`src/hdl/tmt_pkg.sv`:
```
// Shared types, codes and helpers for the timer table.
// No dependencies; used by tmt_cell, tmt_head and software_timer_table_top.
`timescale 1ns / 1ps
package tmt_pkg;

	localparam int unsigned CountW = 7;

	typedef enum logic [2:0] {
		CMD_ADD       = 3'd0,
		CMD_CANCEL    = 3'd1,
		CMD_TICK      = 3'd2,
		CMD_REBASE    = 3'd3,
		CMD_REMOVE    = 3'd4,
		CMD_COUNT_ALL = 3'd5,
		CMD_COUNT_OWN = 3'd6,
		CMD_CLEAR     = 3'd7
	} cmd_t;

	typedef enum logic [2:0] {
		KIND_ADDED     = 3'd0,
		KIND_CANCELLED = 3'd1,
		KIND_FIRED     = 3'd2,
		KIND_REBASED   = 3'd3,
		KIND_REMOVED   = 3'd4,
		KIND_COUNT     = 3'd5
	} kind_t;

	typedef struct packed {
		logic        live;
		logic        due;
		logic [15:0] id;
		logic [7:0]  owner;
		logic [31:0] deadline;
		logic [31:0] period;
		logic        persist;
	} slot_t;

	// Command context presented to the head processing unit.
	typedef struct packed {
		cmd_t        cmd;
		logic [31:0] now;
		logic [31:0] delay;
		logic [31:0] reload;
		logic        keep;
		logic [7:0]  owner;
		logic [15:0] tid;
		logic [15:0] id_ctr;
		logic [31:0] prev_now;
		logic        first;
		logic        fire_here;
		logic        placed;
		logic        hit;
	} head_ctx_t;

	typedef struct packed {
		logic place;
		logic hit;
		logic counted;
		logic due_hit;
	} head_flags_t;

	function automatic logic [31:0] sat_add(input logic [31:0] a, input logic [31:0] b);
		logic [32:0] s;
		s = {1'b0, a} + {1'b0, b};
		return s[32] ? 32'hFFFF_FFFF : s[31:0];
	endfunction

endpackage

```
`src/hdl/tmt_cell.sv`:
```
// One slot cell of the rotating timer chain.
// Depends on tmt_pkg.
`timescale 1ns / 1ps
module tmt_cell (
	input  logic           clk,
	input  logic           arst_n,
	input  logic           shift,
	input  tmt_pkg::slot_t slot_in,
	output tmt_pkg::slot_t slot_q
);

	// The whole slot resets to an empty, zeroed entry.
	always_ff @(posedge clk or negedge arst_n) begin
		if (!arst_n) begin
			slot_q <= '0;
		end else if (shift) begin
			slot_q <= slot_in;
		end
	end

endmodule

```
`src/hdl/tmt_head.sv`:
```
// Head unit of the chain: updates one slot per cycle for the command while a pass runs.
// Depends on tmt_pkg.
`timescale 1ns / 1ps
module tmt_head (
	input  tmt_pkg::slot_t      slot_in,
	input  tmt_pkg::head_ctx_t  ctx,
	output tmt_pkg::slot_t      slot_out,
	output tmt_pkg::head_flags_t flags
);

	logic [31:0] left;
	logic        base_due;

	always_comb begin
		slot_out = slot_in;
		flags    = '0;
		left     = (slot_in.deadline > ctx.prev_now) ? (slot_in.deadline - ctx.prev_now) : 32'd0;
		base_due = ctx.first ? (slot_in.live && (slot_in.deadline <= ctx.now)) : slot_in.due;
		unique case (ctx.cmd)
			tmt_pkg::CMD_ADD: begin
				if (!slot_in.live && !ctx.placed) begin
					slot_out.live     = 1'b1;
					slot_out.id       = ctx.id_ctr;
					slot_out.owner    = ctx.owner;
					slot_out.deadline = tmt_pkg::sat_add(ctx.now, ctx.delay);
					slot_out.period   = ctx.reload;
					slot_out.persist  = ctx.keep;
					flags.place       = 1'b1;
				end
			end
			tmt_pkg::CMD_CANCEL: begin
				if (slot_in.live && slot_in.id == ctx.tid && !ctx.hit) begin
					slot_out.live = 1'b0;
					flags.hit     = 1'b1;
				end
			end
			tmt_pkg::CMD_TICK: begin
				if (ctx.fire_here) begin
					if (slot_in.period != 32'd0) begin
						slot_out.deadline = tmt_pkg::sat_add(ctx.now, slot_in.period);
					end else begin
						slot_out.live = 1'b0;
					end
				end
				slot_out.due  = base_due && !ctx.fire_here;
				flags.due_hit = base_due && !ctx.fire_here;
			end
			tmt_pkg::CMD_REBASE: begin
				if (slot_in.live) begin
					if (!slot_in.persist) begin
						slot_out.live = 1'b0;
					end else begin
						slot_out.deadline = tmt_pkg::sat_add(ctx.now, left);
					end
				end
			end
			tmt_pkg::CMD_REMOVE: begin
				if (slot_in.live && slot_in.owner == ctx.owner) begin
					slot_out.live = 1'b0;
					flags.counted = 1'b1;
				end
			end
			tmt_pkg::CMD_COUNT_ALL: begin
				flags.counted = slot_in.live;
			end
			tmt_pkg::CMD_COUNT_OWN: begin
				flags.counted = slot_in.live && slot_in.owner == ctx.owner;
			end
			tmt_pkg::CMD_CLEAR: begin
				flags.counted = slot_in.live;
				slot_out.live = 1'b0;
			end
			default: begin
				slot_out = slot_in;
			end
		endcase
	end

endmodule

```
`src/hdl/software_timer_table_top.sv`:
```
// Timer table top level: a ring of NUM_SLOTS slot cells rotating past one head unit.
// Each command but a tick takes one pass over all NUM_SLOTS slots.
// A tick takes one pass per due slot plus one more, and emits one fired item per pass but the first.
// Asynchronous active-low reset empties the table, sets the id counter to one
// and the remembered clock to zero. Depends on tmt_pkg, tmt_cell and tmt_head.
`timescale 1ns / 1ps
module software_timer_table_top #(
	parameter int unsigned NUM_SLOTS = 16
) (
	input  logic        clk,
	input  logic        arst_n,
	input  logic        in_valid,
	output logic        in_stall,
	input  logic [2:0]  command,
	input  logic [31:0] now,
	input  logic [31:0] delay,
	input  logic [31:0] reload,
	input  logic        keep_on_rebase,
	input  logic [7:0]  owner,
	input  logic [15:0] target_id,
	output logic        out_valid,
	input  logic        out_stall,
	output logic [2:0]  kind,
	output logic [15:0] timer_id,
	output logic [7:0]  fired_owner,
	output logic        ok,
	output logic [6:0]  count,
	output logic        last
);

	localparam int unsigned IdxW = (NUM_SLOTS > 1) ? $clog2(NUM_SLOTS) : 1;
	localparam logic [IdxW-1:0] LastIdx = IdxW'(NUM_SLOTS - 1);

	typedef enum logic [1:0] {ST_IDLE, ST_WAIT, ST_RUN} state_t;

	state_t state_q;

	// Latched command item.
	tmt_pkg::cmd_t cmd_q;
	logic [31:0] now_q, delay_q, reload_q;
	logic        keep_q;
	logic [7:0]  owner_q;
	logic [15:0] tid_q;

	// Table-wide state.
	logic [15:0] id_ctr_q;
	logic [31:0] prev_now_q;

	// Pass bookkeeping.
	logic [IdxW-1:0] pos_q;
	logic            first_q;
	logic            placed_q, hit_q;
	logic [tmt_pkg::CountW-1:0] n_q;
	logic            best_v_q;
	logic [15:0]     best_id_q;
	logic [7:0]      best_own_q;
	logic [IdxW-1:0] best_idx_q;
	logic            fire_v_q;
	logic [IdxW-1:0] fire_idx_q;
	logic            pend_v_q;
	logic [15:0]     pend_id_q;
	logic [7:0]      pend_own_q;

	// The chain: cell 0 is the head, each cell takes its upper neighbor,
	// and the top cell takes the slot the head unit just processed.
	tmt_pkg::slot_t cell_q [NUM_SLOTS];
	tmt_pkg::slot_t head_new;
	tmt_pkg::head_ctx_t ctx;
	tmt_pkg::head_flags_t flags;
	logic shift;

	assign shift = (state_q == ST_RUN);

	for (genvar g = 0; g < NUM_SLOTS; g++) begin : g_cell
		tmt_pkg::slot_t nxt;
		if (g == NUM_SLOTS - 1) begin : g_top
			assign nxt = head_new;
		end else begin : g_mid
			assign nxt = cell_q[g+1];
		end
		tmt_cell u_cell (
			.clk    (clk),
			.arst_n (arst_n),
			.shift  (shift),
			.slot_in(nxt),
			.slot_q (cell_q[g])
		);
	end

	always_comb begin
		ctx.cmd       = cmd_q;
		ctx.now       = now_q;
		ctx.delay     = delay_q;
		ctx.reload    = reload_q;
		ctx.keep      = keep_q;
		ctx.owner     = owner_q;
		ctx.tid       = tid_q;
		ctx.id_ctr    = id_ctr_q;
		ctx.prev_now  = prev_now_q;
		ctx.first     = first_q;
		ctx.fire_here = fire_v_q && (pos_q == fire_idx_q);
		ctx.placed    = placed_q;
		ctx.hit       = hit_q;
	end

	tmt_head u_head (
		.slot_in (cell_q[0]),
		.ctx     (ctx),
		.slot_out(head_new),
		.flags   (flags)
	);

	// Values including the slot at the head this cycle.
	logic placed_n, hit_n, cand, best_v_n;
	logic [tmt_pkg::CountW-1:0] n_n;
	logic [15:0] best_id_n;
	logic [7:0]  best_own_n;
	logic [IdxW-1:0] best_idx_n;

	always_comb begin
		placed_n = placed_q | flags.place;
		hit_n    = hit_q | flags.hit;
		n_n      = n_q + tmt_pkg::CountW'(flags.counted);
		// Strict compare keeps the lowest slot index among equal ids.
		cand     = flags.due_hit && (!best_v_q || (cell_q[0].id < best_id_q));
		best_v_n   = best_v_q | cand;
		best_id_n  = cand ? cell_q[0].id : best_id_q;
		best_own_n = cand ? cell_q[0].owner : best_own_q;
		best_idx_n = cand ? pos_q : best_idx_q;
	end

	logic out_take, pass_end;
	assign out_take = out_valid && !out_stall;
	assign pass_end = (state_q == ST_RUN) && (pos_q == LastIdx);
	assign in_stall = (state_q != ST_IDLE);

	always_ff @(posedge clk or negedge arst_n) begin
		if (!arst_n) begin
			state_q    <= ST_IDLE;
			id_ctr_q   <= 16'd1;
			prev_now_q <= 32'd0;
			out_valid  <= 1'b0;
			pos_q      <= '0;
			first_q    <= 1'b0;
			best_v_q   <= 1'b0;
			fire_v_q   <= 1'b0;
			pend_v_q   <= 1'b0;
			placed_q   <= 1'b0;
			hit_q      <= 1'b0;
			n_q        <= '0;
		end else begin
			if (out_take && !pass_end) begin
				out_valid <= 1'b0;
			end
			unique case (state_q)
				ST_IDLE: begin
					if (in_valid) begin
						state_q <= ST_WAIT;
						first_q <= 1'b1;
					end
				end
				ST_WAIT: begin
					// A pass may write the output register at its end, so it starts empty.
					if (!out_valid || out_take) begin
						state_q  <= ST_RUN;
						pos_q    <= '0;
						best_v_q <= 1'b0;
						placed_q <= 1'b0;
						hit_q    <= 1'b0;
						n_q      <= '0;
					end
				end
				ST_RUN: begin
					pos_q    <= pass_end ? '0 : pos_q + IdxW'(1);
					placed_q <= placed_n;
					hit_q    <= hit_n;
					n_q      <= n_n;
					best_v_q <= best_v_n;
					if (cand) begin
						best_id_q  <= best_id_n;
						best_own_q <= best_own_n;
						best_idx_q <= best_idx_n;
					end
					if (pass_end) begin
						first_q <= 1'b0;
						// A tick that found another due slot runs one more pass.
						state_q <= (cmd_q == tmt_pkg::CMD_TICK && best_v_n) ? ST_WAIT : ST_IDLE;
						unique case (cmd_q)
							tmt_pkg::CMD_ADD: begin
								out_valid   <= 1'b1;
								kind        <= tmt_pkg::KIND_ADDED;
								timer_id    <= placed_n ? id_ctr_q : 16'd0;
								fired_owner <= 8'd0;
								ok          <= placed_n;
								count       <= '0;
								last        <= 1'b1;
								if (placed_n) begin
									id_ctr_q <= id_ctr_q + 16'd1;
								end
							end
							tmt_pkg::CMD_CANCEL: begin
								out_valid   <= 1'b1;
								kind        <= tmt_pkg::KIND_CANCELLED;
								timer_id    <= tid_q;
								fired_owner <= 8'd0;
								ok          <= hit_n;
								count       <= '0;
								last        <= 1'b1;
							end
							tmt_pkg::CMD_TICK: begin
								prev_now_q <= now_q;
								// The item found one pass earlier goes out now; whether
								// it is the last is known only once this pass is done.
								if (pend_v_q) begin
									out_valid   <= 1'b1;
									kind        <= tmt_pkg::KIND_FIRED;
									timer_id    <= pend_id_q;
									fired_owner <= pend_own_q;
									ok          <= 1'b1;
									count       <= '0;
									last        <= !best_v_n;
								end
								if (best_v_n) begin
									pend_v_q   <= 1'b1;
									pend_id_q  <= best_id_n;
									pend_own_q <= best_own_n;
									fire_v_q   <= 1'b1;
									fire_idx_q <= best_idx_n;
								end else begin
									pend_v_q <= 1'b0;
									fire_v_q <= 1'b0;
								end
							end
							tmt_pkg::CMD_REBASE: begin
								prev_now_q  <= now_q;
								out_valid   <= 1'b1;
								kind        <= tmt_pkg::KIND_REBASED;
								timer_id    <= 16'd0;
								fired_owner <= 8'd0;
								ok          <= 1'b1;
								count       <= '0;
								last        <= 1'b1;
							end
							tmt_pkg::CMD_REMOVE, tmt_pkg::CMD_CLEAR: begin
								if (cmd_q == tmt_pkg::CMD_CLEAR) begin
									id_ctr_q   <= 16'd1;
									prev_now_q <= 32'd0;
								end
								out_valid   <= 1'b1;
								kind        <= tmt_pkg::KIND_REMOVED;
								timer_id    <= 16'd0;
								fired_owner <= 8'd0;
								ok          <= 1'b1;
								count       <= n_n;
								last        <= 1'b1;
							end
							tmt_pkg::CMD_COUNT_ALL, tmt_pkg::CMD_COUNT_OWN: begin
								out_valid   <= 1'b1;
								kind        <= tmt_pkg::KIND_COUNT;
								timer_id    <= 16'd0;
								fired_owner <= 8'd0;
								ok          <= 1'b1;
								count       <= n_n;
								last        <= 1'b1;
							end
						endcase
					end
				end
				default: begin
					state_q <= ST_IDLE;
				end
			endcase
		end
	end

	// Command item capture.
	always_ff @(posedge clk) begin
		if (in_valid && !in_stall) begin
			cmd_q    <= tmt_pkg::cmd_t'(command);
			now_q    <= now;
			delay_q  <= delay;
			reload_q <= reload;
			keep_q   <= keep_on_rebase;
			owner_q  <= owner;
			tid_q    <= target_id;
		end
	end

endmodule
```
`config.mk`:
```
export PLATFORM = sky130hd
export DESIGN_NAME = software_timer_table_top
export DESIGN_NICKNAME = d
export VERILOG_FILES = /design/src/hdl/tmt_pkg.sv /design/src/hdl/tmt_cell.sv /design/src/hdl/tmt_head.sv /design/src/hdl/software_timer_table_top.sv
export SDC_FILE = /design/constraint.sdc
export NUM_CORES = 2
export LEC_CHECK = 0
export BUFFER_PORTS_ARGS = -buffer_cell sky130_fd_sc_hd__buf_2
export CAP_MARGIN = 40
export CORE_ASPECT_RATIO = 0.5
export CORE_MARGIN = 2
export CORE_UTILIZATION = 57
export CTS_CLUSTER_DIAMETER = 40
export DETAILED_ROUTE_END_ITERATION = 8
export PLACE_DENSITY = 0.76
export SLEW_MARGIN = 30
export SYNTH_ARGS = -nofsm -noshare
export SYNTH_HDL_FRONTEND = slang
export SYNTH_SLANG_ARGS = --single-unit
```
`constraint.sdc`:
```
create_clock -name clk -period 5.9 [get_ports clk]
set_clock_uncertainty 0.05 [all_clocks]
set_input_delay 0.59 -clock clk [delete_from_list [all_inputs] [get_ports clk]]
set_output_delay 0.59 -clock clk [all_outputs]
set_load 0.01 [all_outputs]
```
======== After elaboration in Yosys (flattened, before gate mapping) ========
Index checks and enable logic that the tools add are counted.
storage, ports and cells
  register bits ........................... 1739
  latch bits .............................. 0
  bits in writable memories ............... 0
  ROM bits ................................ 0
  bits of input ports ..................... 128
  output and inout port bits .............. 38
  logic and storage cells ................. 297
  memories ................................ 0
cells by class
  $add $sub $neg .......................... 7
  multipliers ............................. 0
  divide/modulo/power cells ............... 0
  $lt $le $gt $ge ......................... 3
  equal/unequal tests ..................... 19
  shift operators ......................... 0
  mux-type cells .......................... 73
  bitwise operators ....................... 3
  reduce and logical (&&, ||, !) cells .... 50
operator list
  kind                                                             number
  32-bit two-way mux                                               9
  32-bit by 32-bit adder with 33-bit output                        3
  32-bit one-hot mux with 3 select lines                           1
  89-bit two-way mux                                               1
  16-bit two-way mux                                               5
  16-bit one-hot mux with 4 select lines                           1
  32-bit one-hot mux with 2 select lines                           1
  33-bit two-way mux                                               1
  32-bit > comparator                                              1
  32-bit <= comparator                                             1
  16-bit one-hot mux with 2 select lines                           1
  32-bit nonzero test                                              1
  32-bit subtractor                                                1
  1-bit two-way mux                                                26
  24-bit two-way mux                                               1
  7-bit one-hot mux with 3 select lines                            1
  3-bit one-hot mux with 6 select lines                            1
  16-bit by 1-bit adder with 16-bit output, second input constant  1
  16-bit equality test                                             1
  16-bit < comparator                                              1
  8-bit two-way mux                                                2
  8-bit one-hot mux with 2 select lines                            1
  7-bit two-way mux                                                2
  7-bit one-hot mux with 2 select lines                            1
  other kinds (36)                                                 90

======== Longest topological paths before layout ========
  depth after elaboration ................. 11
  mapped depth ............................ 26
  gate-level depth less buffers ........... 23

======== Hierarchy ========
Synthesis repeated with hierarchy kept, for this count alone.
second synthesis, totals
  cells, all modules ...................... 5285
  area total of the unflattened synthesis .. 82280.2 sq um
modules (own cells, without submodules)
  module                    instances  cells each  area an instance (sq um)
  tmt_cell                  16         192         3831.2
  software_timer_table_top  1          735         10835.4
  tmt_head                  1          1478        10146.0

======== Worst setup path after synthesis ========
OpenSTA, ideal clock, no wires.
  path kind ............................... register to register
  from .................................... register state_q[1]
  to ...................................... register cmd_q[0] (enable)
  setup time .............................. 0.609 ns
  arrival time ............................ 5.899 ns
  data required time ...................... 5.241 ns
  slack ................................... -0.657 ns
  cell stages (with the launch flop) ...... 3
  path buffers ............................ 0
  clock period less this slack ............ 6.557 ns
  cell sequence ........................... dfrtp_1 > or2_2 > nor2_1
between the ends
  longest elaborated chain between the ends .. 3
ends and longest elaborated chain
  item                    line                             text
  start, declared         software_timer_table_top.sv:36   state_t state_q;
  start signal, assigned  software_timer_table_top.sv:187  state_q <= (cmd_q == tmt_pkg::CMD_TICK && best_v_n) ? ST_WAIT : ST_IDLE;
  2-bit nonzero test      software_timer_table_top.sv:135  assign in_stall = (state_q != ST_IDLE);
  named net in_stall      software_timer_table_top.sv:13   output logic in_stall,
  1-bit logical NOT       software_timer_table_top.sv:278  if (in_valid && !in_stall) begin
  1-bit logical AND       software_timer_table_top.sv:278
  end signal, assigned    software_timer_table_top.sv:279  cmd_q <= tmt_pkg::cmd_t'(command);
  end, declared           software_timer_table_top.sv:39   tmt_pkg::cmd_t cmd_q;
The timed path passes the listed nets, and every way through them passes these cells.
A chain may end at the register's enable or synchronous reset.

======== Final worst setup path ========
  from .................................... register g_cell[0].u_cell.slot_q[33] in the netlist's numbering
  to ...................................... register g_cell[15].u_cell.slot_q[60] in the netlist's numbering
between the ends
  longest elaborated chain between the ends .. 7
  elaborated cells between the ends (all ways) .. 8
  classes of those cells .................. add/sub (2); order compare (1); mux (5)
ends and longest elaborated chain
  item                                                      line            text
  start, declared                                           tmt_cell.sv:9   output tmt_pkg::slot_t slot_q
  start signal, assigned                                    tmt_cell.sv:17  slot_q <= slot_in;
  32-bit subtractor or 32-bit > comparator (tied branches)  tmt_head.sv:17  left = (slot_in.deadline > ctx.prev_now) ? (slot_in.deadline - ctx.prev_now) : 32'd0;
  32-bit two-way mux *                                      tmt_head.sv:17
  32-bit by 32-bit adder with 33-bit output *               tmt_pkg.sv:64   s = {1'b0, a} + {1'b0, b};
  32-bit two-way mux *                                      tmt_pkg.sv:65   return s[32] ? 32'hFFFF_FFFF : s[31:0];
  32-bit two-way mux *                                      tmt_head.sv:50  if (!slot_in.persist) begin
  32-bit two-way mux *                                      tmt_head.sv:49  if (slot_in.live) begin
  32-bit one-hot mux with 3 select lines *                  tmt_head.sv:19  unique case (ctx.cmd)
  end signal, assigned                                      tmt_cell.sv:17
  end, declared                                             tmt_cell.sv:9
Every way passes the cells marked *; elsewhere a longest branch is shown, timed or not.

==> impl_metrics.json <==
{
  "ys_seq_elements": 1739,
  "critPathLaunchType": "flip-flop",
  "grt_max_degree": 228,
  "io_pins": 166,
  "antenna_found_initial": 18,
  "async_flop_share_pct": 87.6,
  "setup-violations-final": 0,
  "cellPowerDensity_nw_per_um2": 678,
  "drt-total-wl_microns": 197000,
  "wl_per_cell_microns": 18.7,
  "endpoint": "g_cell[15].u_cell.slot_q[60]",
  "critical-path-top-delay-family": "compound AO/OA/AOI/OAI gates",
  "synth-main-ff-cell": "dfrtp_1",
  "worstSetupEndpointType": "flip-flop",
  "postSynthCellCount": 8293,
  "crit_slowest_cell": "fa_1",
  "status": "finished clean",
  "crit_arrival_ns": 6.27,
  "die_w_microns": 517,
  "synth_area_sq_um": 75100,
  "cts_sinks": 1739,
  "dpl.cell_count": 10087,
  "drt-initial-drc-count": 6508,
  "r2r_end": "g_cell[15].u_cell.slot_q[60]",
  "rr_startpoint": "g_cell[0].u_cell.slot_q[33]",
  "synth_top_area_share_pct": 50.7,
  "grt_first_pass_wirelength_microns": 310000,
  "worstSkewPairLatency_ns": 0.80,
  "layout.nets": 8913,
  "synth_common_cells": "4333 x nand2_1, 1522 x dfrtp_1, 370 x clkbuf_1, 234 x o21ai_0, 216 x edfxtp_1",
  "min_period_ns": 5.64,
  "yosys_warnings": 0,
  "required_ns": 6.53,
  "areaGrowthSynthToFinish_pct": 14.9,
  "path_buf_inv": 5,
  "cts_root_buf": "clkbuf_16",
  "setup_tns_ns": 0,
  "worstPathMaxFanout": 10,
  "synth_largest_area_cell": "dfrtp_1",
  "path_class": "flip-flop to flip-flop",
  "yosysMostFrequentCell": "nand2_1",
  "fin_crit_sh_pct": 95.5,
  "gr-usage-all-layers_pct": 29.5,
  "cap_violations": 0,
  "dp_hpwl_microns": 129000,
  "final_hold_viol_count": 0,
  "rows": 94,
  "tritoncts": "built",
  "grt_pass1_vias": 54330,
  "core_sq_um": 131000,
  "ir_drop_mv": 0.911,
  "ys_seq_area_share_pct": 59.4,
  "max_freq_ghz": 0.177,
  "r2r_setup_slack_ns": 0.26,
  "drcViolationCount": 0,
  "die_h_microns": 261,
  "tightest_slew_ns": 1.05,
  "crit_cells": 26,
  "final-max-slew-violation-count": 0,
  "viasPerCell": 5.48,
  "synthTopCellsByArea": "dfrtp_1 51%, nand2_1 22%, edfxtp_1 8.6%",
  "synth-edff-count": 216,
  "detail-route-antenna-nets": 0,
  "stdcell_count": 10519,
  "cts.path.max_buffers": 3,
  "critPathLaunch": "g_cell[0].u_cell.slot_q[33]",
  "slew_headroom_pct": 29.9,
  "gp_congestion": 0.972,
  "htreeDepth": 4,
  "cts_buffers": 158,
  "syn_avg_cell_area_sq_um": 9.05,
  "clk_pin_slew_ns": 0.07,
  "portBuffers": 165,
  "dieArea_sq_um": 135000,
  "vias": 57605,
  "r2r_cells": 26,
  "synth.distinct_cells": 82,
  "overflow": 0,
  "initial_core_util_pct": 57.3,
  "hold_class": "primary input to flip-flop",
  "drive_gt1_share_pct": 9.18,
  "syn_nets": 8604,
  "slowest_delay_ns": 0.41,
  "leakage_nw": 45.8,
  "p_total_mw": 58.5,
  "drt_first_pass_iters": 6
}
## stage by stage
stage                     setup WS (ns)  area [sq um]  util, %  hold slack (ns)
after floorplan                   0.304         75100        -            0.244
after global placement          -0.0805         78900     60.1            0.394
after detailed placement         -0.182         79100     60.3            0.397
after CTS                        0.0195         85900     65.5          0.00203
after global routing            -0.0778         86200     65.7         0.000391
final                             0.263         86200     65.8           0.0417
## logic make-up after synthesis
kind of cell             synth area share (%)
adder cells (fa/ha/maj)                  3.09
buffers and inverters                    2.71
AO/OA/AOI/OAI                            7.07
multiplexers                             1.32
flip-flops                               59.4
AND/OR/NAND/NOR                          24.8
XOR/XNOR                                 1.56
## report_power, final
part / switching [mW] / internal, mW
registers: 2.34 / 15.5
clock network: 4.84 / 6.13
logic: 17.7 / 12.0
## worst min path at each step
stage | slack, ns | from | cells past startpoint | to
finish | 0.04 | target_id[15] | 1 | tid_q[15]
global route | 0.0004 | target_id[15] | 1 | tid_q[15]
CTS | 0.002 | target_id[4] | 1 | tid_q[4]
detailed placement | 0.40 | g_cell[5].u_cell.slot_q[80] | 2 | g_cell[4].u_cell.slot_q[80]
global placement | 0.39 | g_cell[8].u_cell.slot_q[15] | 2 | g_cell[7].u_cell.slot_q[15]
floorplan | 0.24 | arst_n | 0 | best_v_q
## what timing repair did
item                                   CTS  global route
setup endpoints to repair                4            22
endpoints found under the hold margin  175             0
pin swaps                                1             7
hold buffers                           122             0
buffers inserted                         0             2
resized for setup                        4            16
gates cloned                             0             0
## final cells by class
cell class                 instances  area [sq um]
fill                           10170         44900
sequential                      1739         44600
multi-input combinational       6018         28600
timing repair buffer             567          4710
clock buffer                     213          4500
tap                             1776          2220
clock inverter                    79          1090
inverter                         118           443
antenna                            9          22.5
## placed cells by master, fill, tap and decap left out, drive strengths merged, types with 44 or more instances in the layout
cell type	n
inv	133
nand2	4333
dlygate4sd3	122
nand3	59
clkbuf	213
edfxtp	216
nor2	158
o31ai	44
o21ai	238
xor2	64
xnor2	70
ha	179
a21oi	173
buf	444
a21o	71
dfrtp	1522
mux2i	62
## sequential cells by signal (all words and copies together) (netlist names), 16 cells and up
signal	flops
now_q	32
timer_id	16
id_ctr_q	16
reload_q	32
tid_q	16
pend_id_q	16
best_id_q	16
prev_now_q	32
delay_q	32
g_cell.u_cell.slot_q	1456
## layer usage
metal	GRT usage [%]	share of wire (%)	vias to the layer above
met3	5.44	6.7	375
met4	11.4	3.7	10
met1	43.9	46	28125
li1	-	-	27396
met2	43.1	44	1699
met5	0	0.037	-
Note: power is estimated with default switching activity, not from simulation.
